--- src/hw/rtl/assert_macros.svh ---
// assertion macros shared by the rtl of the vertical flight plant
// no dependencies; compiled out when SYNTHESIS is defined
`ifndef ASSERT_MACROS_SVH
`define ASSERT_MACROS_SVH

`ifndef SYNTHESIS

`define ASSERT_ALWAYS(label, clk, rst, expr, msg) \
  label: assert property (@(posedge clk) disable iff (rst) (expr)) else $error(msg);

`define ASSERT_IMPLY(label, clk, rst, ante, cons, msg) \
  label: assert property (@(posedge clk) disable iff (rst) (ante) |-> (cons)) else $error(msg);

`else

`define ASSERT_ALWAYS(label, clk, rst, expr, msg)

`define ASSERT_IMPLY(label, clk, rst, ante, cons, msg)

`endif

`endif

--- src/hw/rtl/vfps_pkg.sv ---
// shared types and codes of the vertical flight plant step block
// no dependencies
package vfps_pkg;

  localparam int ELAPSED_W = 32;
  localparam int REG_IDX_W = 3;

  typedef logic [REG_IDX_W-1:0] reg_idx_t;

  localparam reg_idx_t REG_GRAVITY     = 3'd0;
  localparam reg_idx_t REG_STEP_DT     = 3'd1;
  localparam reg_idx_t REG_CRASH_LIMIT = 3'd2;
  localparam reg_idx_t REG_THRUST_MIN  = 3'd3;
  localparam reg_idx_t REG_THRUST_MAX  = 3'd4;

  localparam logic OP_SET_THRUST = 1'b0;
  localparam logic OP_ADVANCE    = 1'b1;

  typedef enum logic [1:0] {
    EV_NONE  = 2'd0,
    EV_SOFT  = 2'd1,
    EV_CRASH = 2'd2
  } tdown_t;

endpackage

--- src/hw/rtl/vertical_flight_plant_step.sv ---
// vertical flight plant step: euler integrator of height and speed with ground contact
// depends on vfps_pkg and assert_macros.svh
//
// usage
//   input channel (in_valid / in_stall) carries operation and thrust; one transfer is one
//   item. operation set-thrust clips the command and stores the thrust acceleration,
//   operation advance integrates one time step. every item gives exactly one result
//   transfer on the output channel (out_valid / out_stall).
//   a new input transfer is taken only after the previous item has reached the output
//   register; in_stall is high while an item is worked on. an advance makes three
//   multiplies through the one shared multiplier (a*dt, speed*dt, adt*dt).
//   a result stalled by the receiver waits in the output register; the next item is taken
//   meanwhile and holds in its last step until the output register is free.
//   configuration goes through the apb port; it must be written only while the block is
//   idle, and the block itself does not enforce this.
//   rst (synchronous) clears height, speed, stored acceleration, crash flag and time,
//   and loads the default gravity, time step, crash limit and thrust limits.
`include "assert_macros.svh"

module vertical_flight_plant_step #(
  parameter int FRAC_BITS  = 16,
  parameter int WORD_WIDTH = 32,
  parameter int PDATA_W    = (WORD_WIDTH > 32) ? 64 : 32,
  parameter int ADDR_W     = (WORD_WIDTH > 32) ? 6 : 5
) (
  input  logic                               clk,
  input  logic                               rst,
  input  logic                               in_valid,
  output logic                               in_stall,
  input  logic                               operation,
  input  logic signed [FRAC_BITS+2:0]        thrust,
  output logic                               out_valid,
  input  logic                               out_stall,
  output logic signed [WORD_WIDTH-1:0]       height_out,
  output logic signed [WORD_WIDTH-1:0]       speed_out,
  output logic [vfps_pkg::ELAPSED_W-1:0]     elapsed_time,
  output logic                               crashed_flag,
  output vfps_pkg::tdown_t                   touchdown_event,
  output logic                               thrust_clipped,
  input  logic                               psel,
  input  logic                               penable,
  input  logic                               pwrite,
  input  logic [ADDR_W-1:0]                  paddr,
  input  logic [PDATA_W-1:0]                 pwdata,
  output logic [PDATA_W-1:0]                 prdata,
  output logic                               pready
);
  import vfps_pkg::*;

  localparam int W     = WORD_WIDTH;
  localparam int F     = FRAC_BITS;
  localparam int THW   = F + 3;
  localparam int DTW   = F + 1;
  localparam int TW    = W + 1;
  localparam int AW    = W + 2;
  localparam int BW    = F + 3;
  localparam int PW    = AW + BW;
  localparam int XW    = W + 4;
  localparam int ADDR_LSB = (WORD_WIDTH > 32) ? 3 : 2;

  localparam logic signed [W-1:0]   GRAV_RST  = W'((-64'sd642908 <<< F) >>> 16);
  localparam logic [DTW-1:0]        DT_RST    = DTW'((64'd655 << F) >> 16);
  localparam logic signed [W-1:0]   CRASH_RST = W'(-(64'sd1 <<< (F - 1)));
  localparam logic signed [THW-1:0] TMIN_RST  = THW'(-(64'sd1 <<< F));
  localparam logic signed [THW-1:0] TMAX_RST  = THW'(64'sd1 <<< F);
  localparam logic signed [XW-1:0]  SAT_HI    = {{(XW-W+1){1'b0}}, {(W-1){1'b1}}};
  localparam logic signed [XW-1:0]  SAT_LO    = ~SAT_HI;

  typedef enum logic [2:0] {
    S_IDLE, S_ACC, S_M1, S_TH, S_M2, S_M3, S_M4, S_UPD
  } state_t;

  state_t state;
  logic   done_wait;
  logic   out_load;

  // configuration
  logic signed [W-1:0]   gravity;
  logic [DTW-1:0]        step_dt;
  logic signed [W-1:0]   crash_limit;
  logic signed [THW-1:0] thrust_min;
  logic signed [THW-1:0] thrust_max;

  // plant state
  logic signed [W-1:0]     height;
  logic signed [W-1:0]     speed;
  logic signed [W-1:0]     stored_accel;
  logic                    crashed;
  logic [ELAPSED_W-1:0]    elapsed;

  // working registers
  logic                    op_q;
  logic signed [THW-1:0]   thrust_q;
  logic signed [THW-1:0]   tclip;
  logic                    clip_q;
  tdown_t                  event_q;
  logic signed [TW-1:0]    tmp;
  logic signed [PW-1:0]    prod;
  logic signed [AW-1:0]    adt;
  logic signed [XW-1:0]    hsum;

  logic signed [AW-1:0]    mul_a;
  logic signed [BW-1:0]    mul_b;
  logic signed [BW-1:0]    dt_ext;
  logic signed [PW-1:0]    prod_sh1;
  logic signed [PW-1:0]    prod_sh2;
  logic signed [THW-1:0]   t_lo;
  logic signed [THW-1:0]   t_clip_next;
  logic                    clip_next;
  logic signed [W-1:0]     h_new;
  logic signed [W-1:0]     s_new;
  logic signed [W-1:0]     acc_new;
  logic                    wr_en;
  reg_idx_t                reg_idx;

  function automatic logic signed [W-1:0] sat_w(input logic signed [XW-1:0] v);
    logic signed [W-1:0] r;
    if (v > SAT_HI) begin
      r = SAT_HI[W-1:0];
    end else if (v < SAT_LO) begin
      r = SAT_LO[W-1:0];
    end else begin
      r = v[W-1:0];
    end
    return r;
  endfunction

  assign in_stall = (state != S_IDLE);
  assign pready   = 1'b1;
  assign wr_en    = psel && penable && pwrite;
  assign reg_idx  = reg_idx_t'(paddr[ADDR_W-1:ADDR_LSB]);
  assign dt_ext   = signed'(BW'(step_dt));
  assign done_wait = out_valid && out_stall;
  assign out_load  = (state == S_UPD) && !done_wait;

  // shared multiplier operand select
  always_comb begin
    unique case (state)
      S_M1: begin
        mul_a = AW'(tmp);
        mul_b = (op_q == OP_ADVANCE) ? dt_ext : BW'(tclip);
      end
      S_M2: begin
        mul_a = AW'(speed);
        mul_b = dt_ext;
      end
      S_M3: begin
        mul_a = adt;
        mul_b = dt_ext;
      end
      default: begin
        mul_a = AW'(tmp);
        mul_b = dt_ext;
      end
    endcase
  end

  assign prod_sh1 = prod >>> F;
  assign prod_sh2 = prod >>> (F + 1);

  // thrust clip: raise to the minimum first, then lower to the maximum
  always_comb begin
    t_lo        = (thrust_q < thrust_min) ? thrust_min : thrust_q;
    t_clip_next = (t_lo > thrust_max) ? thrust_max : t_lo;
    clip_next   = (thrust_q < thrust_min) || (t_lo > thrust_max);
  end

  assign h_new   = sat_w(hsum + XW'(prod_sh2));
  assign s_new   = sat_w(XW'(speed) + XW'(adt));
  assign acc_new = sat_w(XW'(prod_sh1) - XW'(gravity));

  always_comb begin
    unique case (reg_idx)
      REG_GRAVITY:     prdata = PDATA_W'(gravity);
      REG_STEP_DT:     prdata = PDATA_W'(step_dt);
      REG_CRASH_LIMIT: prdata = PDATA_W'(crash_limit);
      REG_THRUST_MIN:  prdata = PDATA_W'(thrust_min);
      REG_THRUST_MAX:  prdata = PDATA_W'(thrust_max);
      default:         prdata = '0;
    endcase
  end

  always_ff @(posedge clk) begin
    prod <= mul_a * mul_b;
    if (rst) begin
      state        <= S_IDLE;
      out_valid    <= 1'b0;
      gravity      <= GRAV_RST;
      step_dt      <= DT_RST;
      crash_limit  <= CRASH_RST;
      thrust_min   <= TMIN_RST;
      thrust_max   <= TMAX_RST;
      height       <= '0;
      speed        <= '0;
      stored_accel <= '0;
      crashed      <= 1'b0;
      elapsed      <= '0;
    end else begin
      if (wr_en) begin
        unique case (reg_idx)
          REG_GRAVITY:     gravity     <= pwdata[W-1:0];
          REG_STEP_DT:     step_dt     <= pwdata[DTW-1:0];
          REG_CRASH_LIMIT: crash_limit <= pwdata[W-1:0];
          REG_THRUST_MIN:  thrust_min  <= pwdata[THW-1:0];
          REG_THRUST_MAX:  thrust_max  <= pwdata[THW-1:0];
          default: ;
        endcase
      end

      if (out_load) begin
        out_valid <= 1'b1;
      end else if (out_valid && !out_stall) begin
        out_valid <= 1'b0;
      end

      unique case (state)
        S_IDLE: begin
          if (in_valid) begin
            op_q     <= operation;
            thrust_q <= thrust;
            state    <= S_ACC;
          end
        end
        S_ACC: begin
          event_q <= EV_NONE;
          if (op_q == OP_SET_THRUST) begin
            tmp    <= -TW'(gravity);
            tclip  <= t_clip_next;
            clip_q <= clip_next;
            state  <= S_M1;
          end else if (crashed) begin
            clip_q  <= 1'b0;
            elapsed <= elapsed + ELAPSED_W'(step_dt);
            state   <= S_UPD;
          end else begin
            tmp    <= TW'(stored_accel) + TW'(gravity);
            clip_q <= 1'b0;
            state  <= S_M1;
          end
        end
        S_M1: begin
          state <= (op_q == OP_ADVANCE) ? S_M2 : S_TH;
        end
        S_TH: begin
          stored_accel <= acc_new;
          state        <= S_UPD;
        end
        S_M2: begin
          adt   <= prod_sh1[AW-1:0];
          state <= S_M3;
        end
        S_M3: begin
          hsum  <= XW'(height) + XW'(prod_sh1);
          state <= S_M4;
        end
        S_M4: begin
          elapsed <= elapsed + ELAPSED_W'(step_dt);
          state   <= S_UPD;
          // ground contact
          if (h_new[W-1] || (h_new == '0)) begin
            if (!height[W-1] && (height != '0)) begin
              if (s_new < crash_limit) begin
                crashed <= 1'b1;
                event_q <= EV_CRASH;
              end else begin
                event_q <= EV_SOFT;
              end
            end
            height <= '0;
            speed  <= '0;
          end else begin
            height <= h_new;
            speed  <= s_new;
          end
        end
        S_UPD: begin
          if (out_load) begin
            height_out      <= height;
            speed_out       <= speed;
            elapsed_time    <= elapsed;
            crashed_flag    <= crashed;
            touchdown_event <= event_q;
            thrust_clipped  <= clip_q;
            state           <= S_IDLE;
          end
        end
        default: state <= S_IDLE;
      endcase
    end
  end

  `ASSERT_IMPLY(a_crash_latched, clk, rst, out_valid && (touchdown_event == EV_CRASH), crashed_flag, "crash event without crash flag")
  `ASSERT_IMPLY(a_ground_zero, clk, rst, out_valid && (touchdown_event != EV_NONE), (height_out == '0) && (speed_out == '0), "touchdown with nonzero motion")
  `ASSERT_IMPLY(a_clip_no_event, clk, rst, out_valid && thrust_clipped, touchdown_event == EV_NONE, "clipped thrust on an advance result")
  `ASSERT_ALWAYS(a_height_nonneg, clk, rst, !height[WORD_WIDTH-1], "height below ground")

endmodule

--- config.mk ---
export PLATFORM = sky130hd
export DESIGN_NAME = vertical_flight_plant_step
export DESIGN_NICKNAME = d
export VERILOG_FILES = /design/src/hw/rtl/vfps_pkg.sv /design/src/hw/rtl/vertical_flight_plant_step.sv
export VERILOG_INCLUDE_DIRS = /design/src /design/src/hw/rtl
export SDC_FILE = /design/constraint.sdc
export NUM_CORES = 2
export LEC_CHECK = 0
export ABC_CLOCK_PERIOD_IN_PS = 10200
export BUFFER_PORTS_ARGS = -buffer_cell sky130_fd_sc_hd__buf_2
export CORE_MARGIN = 5
export CORE_UTILIZATION = 60
export CTS_BUF_LIST = sky130_fd_sc_hd__clkbuf_4
export CTS_CLUSTER_DIAMETER = 100
export CTS_CLUSTER_SIZE = 24
export DETAILED_ROUTE_END_ITERATION = 7
export GPL_TIMING_DRIVEN = 0
export HOLD_SLACK_MARGIN = 0.1
export PLACE_DENSITY = 0.76
export SYNTH_ARGS = -nofsm -noshare
export SYNTH_HDL_FRONTEND = slang
export SYNTH_SLANG_ARGS = --single-unit
--- constraint.sdc ---
create_clock -name clk -period 10.2 [get_ports clk]
set_input_delay 1.02 -clock clk [delete_from_list [all_inputs] [get_ports clk]]
set_output_delay 1.02 -clock clk [all_outputs]
set_load 0.005 [all_outputs]
==> Word-level counts from Yosys, hierarchy flattened <==
Index checks and enable logic that the tools add are counted.
{ "op_classes": {"add_sub_neg": 7, "n_mul": 1, "n_div": 0, "n_lt_le_gt_ge": 9, "n_eq_ne": 18, "n_shift": 0, "n_mux": 31, "n_bitwise": 2, "reduce_logical": 35} }
{ "op_table": {"columns": ["operator", "n"], "rows": [
  ["$mux W32", 10],
  ["$pmux W32 S5", 1],
  ["$mux W19", 4],
  ["$gt A36 B32 Y1 const B", 2],
  ["$lt A36 B32 Y1 const B", 2],
  ["$pmux W34 S2", 1],
  ["$mux W33", 2],
  ["$pmux W32 S2", 1],
  ["$mul A34 B19 Y53", 1],
  ["$add A32 B36 Y36", 1],
  ["$add A36 B36 Y36", 1],
  ["$sub A36 B32 Y36", 1],
  ["$add A32 B34 Y35", 1],
  ["$gt A35 B32 Y1 const B", 1],
  ["$lt A35 B32 Y1 const B", 1],
  ["$add A32 B32 Y33", 1],
  ["$neg A32 Y33", 1],
  ["$add A32 B17 Y32", 1],
  ["$logic_not A32 Y1", 1],
  ["$lt A32 B32 Y1", 1],
  ["$reduce_bool A32 Y1", 1],
  ["$pmux W3 S7", 1],
  ["$gt A19 B19 Y1", 1],
  ["$lt A19 B19 Y1", 1],
  ["19 further kinds", 64]
]} }
{ "totals": {"register_bits": 550, "latchBits": 0, "ram_bits": 0, "romBits": 0, "output_inout_bits": 135, "wordCells": 130, "memories": 0} }

==> Depth between registers and ports, before layout <==
{ "logic_depth": {"ltp_word": 9, "ltp_mapped": 34} }

==> Worst setup path before layout <==
No wires, ideal clock.
{ "synth_path": {"path_kind": "register -> register", "from": "reg op_q", "to": "reg prod[50]", "arrival_ns": 8.495, "required_ns": 10.128, "slack_ns": 1.633, "stages_incl_launch_ff": 32, "n_path_buf": 4, "path_cell_list": "edfxtp_1 clkbuf_1 nor4b_1 buf_2 buf_1 mux2i_1 clkbuf_1 nor2_1 fa_1 inv_1 fa_1 inv_1 fa_1 inv_1 fa_1 fa_1 inv_1 fa_1 ha_1 ha_1 a21o_1 a21o_1 a21oi_1 nor2_1 a2111oi_0 o311ai_1 a21oi_1 a31oi_1 a221o_1 a41oi_1 nor2b_1 xnor2_1"} }
{ "synth_via": {"elab_chain_len": 3} }
{ "synth_lines": {"columns": ["item", "line_no", "source"], "rows": [
  ["start: declaration", "vertical_flight_plant_step.sv:92", "logic op_q;"],
  ["start signal: assignment", "vertical_flight_plant_step.sv:219", "op_q <= operation;"],
  ["$mux W19", "vertical_flight_plant_step.sv:141", "mul_b = (op_q == OP_ADVANCE) ? dt_ext : BW'(tclip);"],
  ["$mux W19", "vertical_flight_plant_step.sv:138", "unique case (state)"],
  ["$mul A34 B19 Y53", "vertical_flight_plant_step.sv:184", "prod <= mul_a * mul_b;"],
  ["end signal: assignment", "vertical_flight_plant_step.sv:184", null],
  ["end: declaration", "vertical_flight_plant_step.sv:98", "logic signed [PW-1:0] prod;"]
]} }
Every way passes these cells.
A chain may end at the register's enable or synchronous reset.

==> Worst setup path in the final report <==
{ "layout_path": {"from": "reg op_q", "to": "reg prod[52]"} }
Same word-level chain as after synthesis.

==> flow_metrics.tcl <==
set metrics [dict create \
    synthFlopType "dfxtp_1" \
    status "completed" \
    synthAdderAreaFrac_pct 33.94 \
    drc 0 \
    synth_top_family_by_area "adder cells" \
    clock.fmax_ghz 0.09996 \
    ios 199 \
    r2r_end "prod[52]$_DFF_P_" \
    worst_path_most_repeated_cell "fa_1" \
    htreeDepth 1 \
    overflow 0 \
    root_buffer "clkbuf_4" \
    tritoncts "built" \
    drive_gt1_share_pct 7.609 \
    synth-warning-count 0 \
    synth_compound_area_share_pct 13.14 \
    cts_made_buffers 30 \
    yosysSeqAreaShare_pct 25.44 \
    io_buffers 193 \
    maxCapViolations 0 \
    critPathMaxFanout 10 \
    ant_nets 0 \
    cts.clk_slew.worst_paths_ns 0.26 \
    synth_edf_count 245 \
    gp_congestion 1.056 \
    dp_hpwl_um 142800 \
    hp-class "input pin to register" \
    path_class "register to register" \
    r2r_slack_ns 0.20 \
    maxSlewHeadroom_pct 1.933 \
    slowest_delay_ns 0.62 \
    clock_skew_ns 0.1438 \
    die_h_um 303.4 \
    reg2reg_depth 29 \
    critPathLaunchType "register" \
    final-setup-viol-count 0 \
    place_inst 6980 \
    routed_wl_um 175800 \
    ys_seq_elements 534 \
    grt_usage_pct 38.12 \
    drt_iter0_drc 4840 \
    hold_depth 2 \
    syn_nets 6723 \
    async_flop_share_pct 0 \
    syn_avg_cell_area_sq_um 9.168 \
    grt_first_pass_wirelength_um 262300 \
    worst_slew_pin_slew_ns 1.430 \
    netlist.area_leader.share_pct 24.37 \
    clk_path_buf_depth 3 \
    viasPerCell 6.159 \
    synth_xor_area_share_pct 4.001 \
    slew_violations 0 \
    cpMaxStageDelayCell "mux2i_4" \
    die_w_um 303.4 \
    rows 107 \
    die_area_sq_um 92070 \
    worstHoldStart "pwdata[31]" \
    fin_crit_ns 10.00 \
    grt_max_degree 52 \
    synth_area_sq_um 51660 \
    layout.nets 6965 \
    ys_types 86 \
    cts_sinks 534 \
    num_vias 43440 \
    muxShareOfSynthArea_pct 2.187 \
    area_delta_synth_final_pct 6.786 \
    clk_latency_ns 1.06 \
    synthCells 5635 \
    wire_per_inst_um 24.93 \
    fin_cells 7054 \
    synth.area.top_cells "fa_1 24%, edfxtp_1 14%, dfxtp_1 11%, ha_1 9.6%, inv_1 5.6%" \
    cp-end-kind "register" \
    yosysTopAreaCell "fa_1" \
    initial_core_util_pct 60.58 \
    period_share_pct 98.08 \
    finalHoldViolCount 0 \
    r2r-start "op_q$_DFFE_PP_" \
    core_area_sq_um 85280 \
    antenna_found_initial 9 \
    crit_arrival_ns 10.97 \
    dr.pass1.iters 6 \
    synth_simple_gate_area_share_pct 13.93 \
    grt_pass1_vias 43420 \
    min_to "gravity[31]$_SDFFE_PP1P_" \
    crit_required_ns 11.17 \
]
critical path: cells and delay by family (launching register included):
kind            cells  cell delay [ns]
fa+ha+maj           8             3.96
compound gates      7             1.95
buf+inv             8             1.61
simple gates        4             1.08
mux                 1             0.62
flops               1             0.43
xor+xnor            1             0.26
sequential cells by signal, indices dropped and copies added (netlist names), 2 cells and up:
name	count
prod	37
hsum	36
adt	34
tmp	33
crash_limit	32
elapsed	32
elapsed_time	32
gravity	32
height	32
height_out	32
speed	32
speed_out	32
stored_accel	32
tclip	19
thrust_max	19
thrust_min	19
thrust_q	19
step_dt	17
state	3
event_q	2
touchdown_event	2
metal layers:
layer / up-vias / track usage (%) / part of all wire [%] / wire, um
li1: 19130 / - / - / -
met1: 21110 / 49.52 / 37 / 64900
met2: 2566 / 57.40 / 43 / 74840
met3: 638 / 9.781 / 12 / 21630
met4: 2 / 23.97 / 8.2 / 14460
met5: - / 0 / 0.0074 / 13
placed cells by master, fill, tap and decap left out, drive strengths merged, types with 23 or more instances in the layout:
cell,n
fa,629
xor2,73
o211ai,44
nand2b,37
edfxtp,245
mux2,55
o21a,74
mux2i,51
o21ai,207
xnor2,163
ha,395
nand2,768
and2,23
or3,27
buf,238
nor2,522
dfxtp,289
a22oi,35
nor3,59
o21bai,26
nand4,31
nor2b,44
a211oi,52
a21o,105
clkbuf,241
a221o,40
nand3,68
a21oi,326
inv,780
and3,24
final cells by class:
cell class	instances	area (sq um)
antenna	9	22.52
buffer	224	943.4
clock buffer	44	330.3
clock inverter	12	224.0
fill	7190	30110
inverter	778	2920
multi-input combinational	4097	34960
sequential	534	13140
tap	1144	1431
timing repair buffer	212	1189
cell usage after synthesis, types with 26 or more instances:
cell type and number:
nor2_1 521, xor2_1 73, a211oi_1 52, a22oi_1 35, nand2b_1 37, a221o_1 40
o21a_1 74, mux2i_1 51, o211ai_1 44, ha_1 395, nand3_1 68, edfxtp_1 245
mux2_2 55, clkbuf_1 198, dfxtp_1 289, nor2b_1 43, or3_1 27, o21ai_0 184
nor3_1 59, o21bai_1 26, fa_1 629, inv_1 776, a21o_1 105, nand2_1 768
nand4_1 31, a21oi_1 325, xnor2_1 163
stage by stage:
step	utilization, %	TNS [ns]	instance area, sq um	hold WS, ns	setup WS, ns
finish	64.69	0	55170	0.1798	0.1958
global route	64.67	-0.005179	55150	0.1701	-0.005179
CTS	64.50	0	55000	0.1293	0.001465
detailed placement	63.55	-19.00	54190	0.4401	-1.565
global placement	63.39	-16.77	54060	0.4348	-1.417
floorplan	-	0	51660	0.4003	1.633
how the worst max path moves through the flow:
stage	from	end	slack [ns]	cells past startpoint
floorplan	op_q$_DFFE_PP_	prod[50]$_DFF_P_	1.63	31
global placement	op_q$_DFFE_PP_	prod[52]$_DFF_P_	-1.42	31
detailed placement	op_q$_DFFE_PP_	prod[52]$_DFF_P_	-1.57	31
CTS	op_q$_DFFE_PP_	prod[52]$_DFF_P_	0.001	29
global route	op_q$_DFFE_PP_	prod[52]$_DFF_P_	-0.005	28
finish	op_q$_DFFE_PP_	prod[52]$_DFF_P_	0.20	29
logic make-up (layout without fill, tap and decap cells):
logic type	Yosys count	count (layout)
simple gates	1676	1676
compound gates	1054	1054
fa+ha+maj	1024	1024
buf+inv	1004	1270
flops	534	534
xor+xnor	236	236
mux	106	106
other cells	1	10
timing repair:
| action | 4_1_cts | 5_1_grt |
|---|---|---|
| endpoints found under the setup margin | 28 | 9 |
| gates resized for setup | 69 | 47 |
| setup buffers | 4 | 6 |
| hold buffers | 1 | 0 |
| hold endpoints to repair | 1 | 0 |
Power is left out: the tool's default activity adds up to more than one toggle a clock period on the data nets, which glitch-free logic cannot reach.
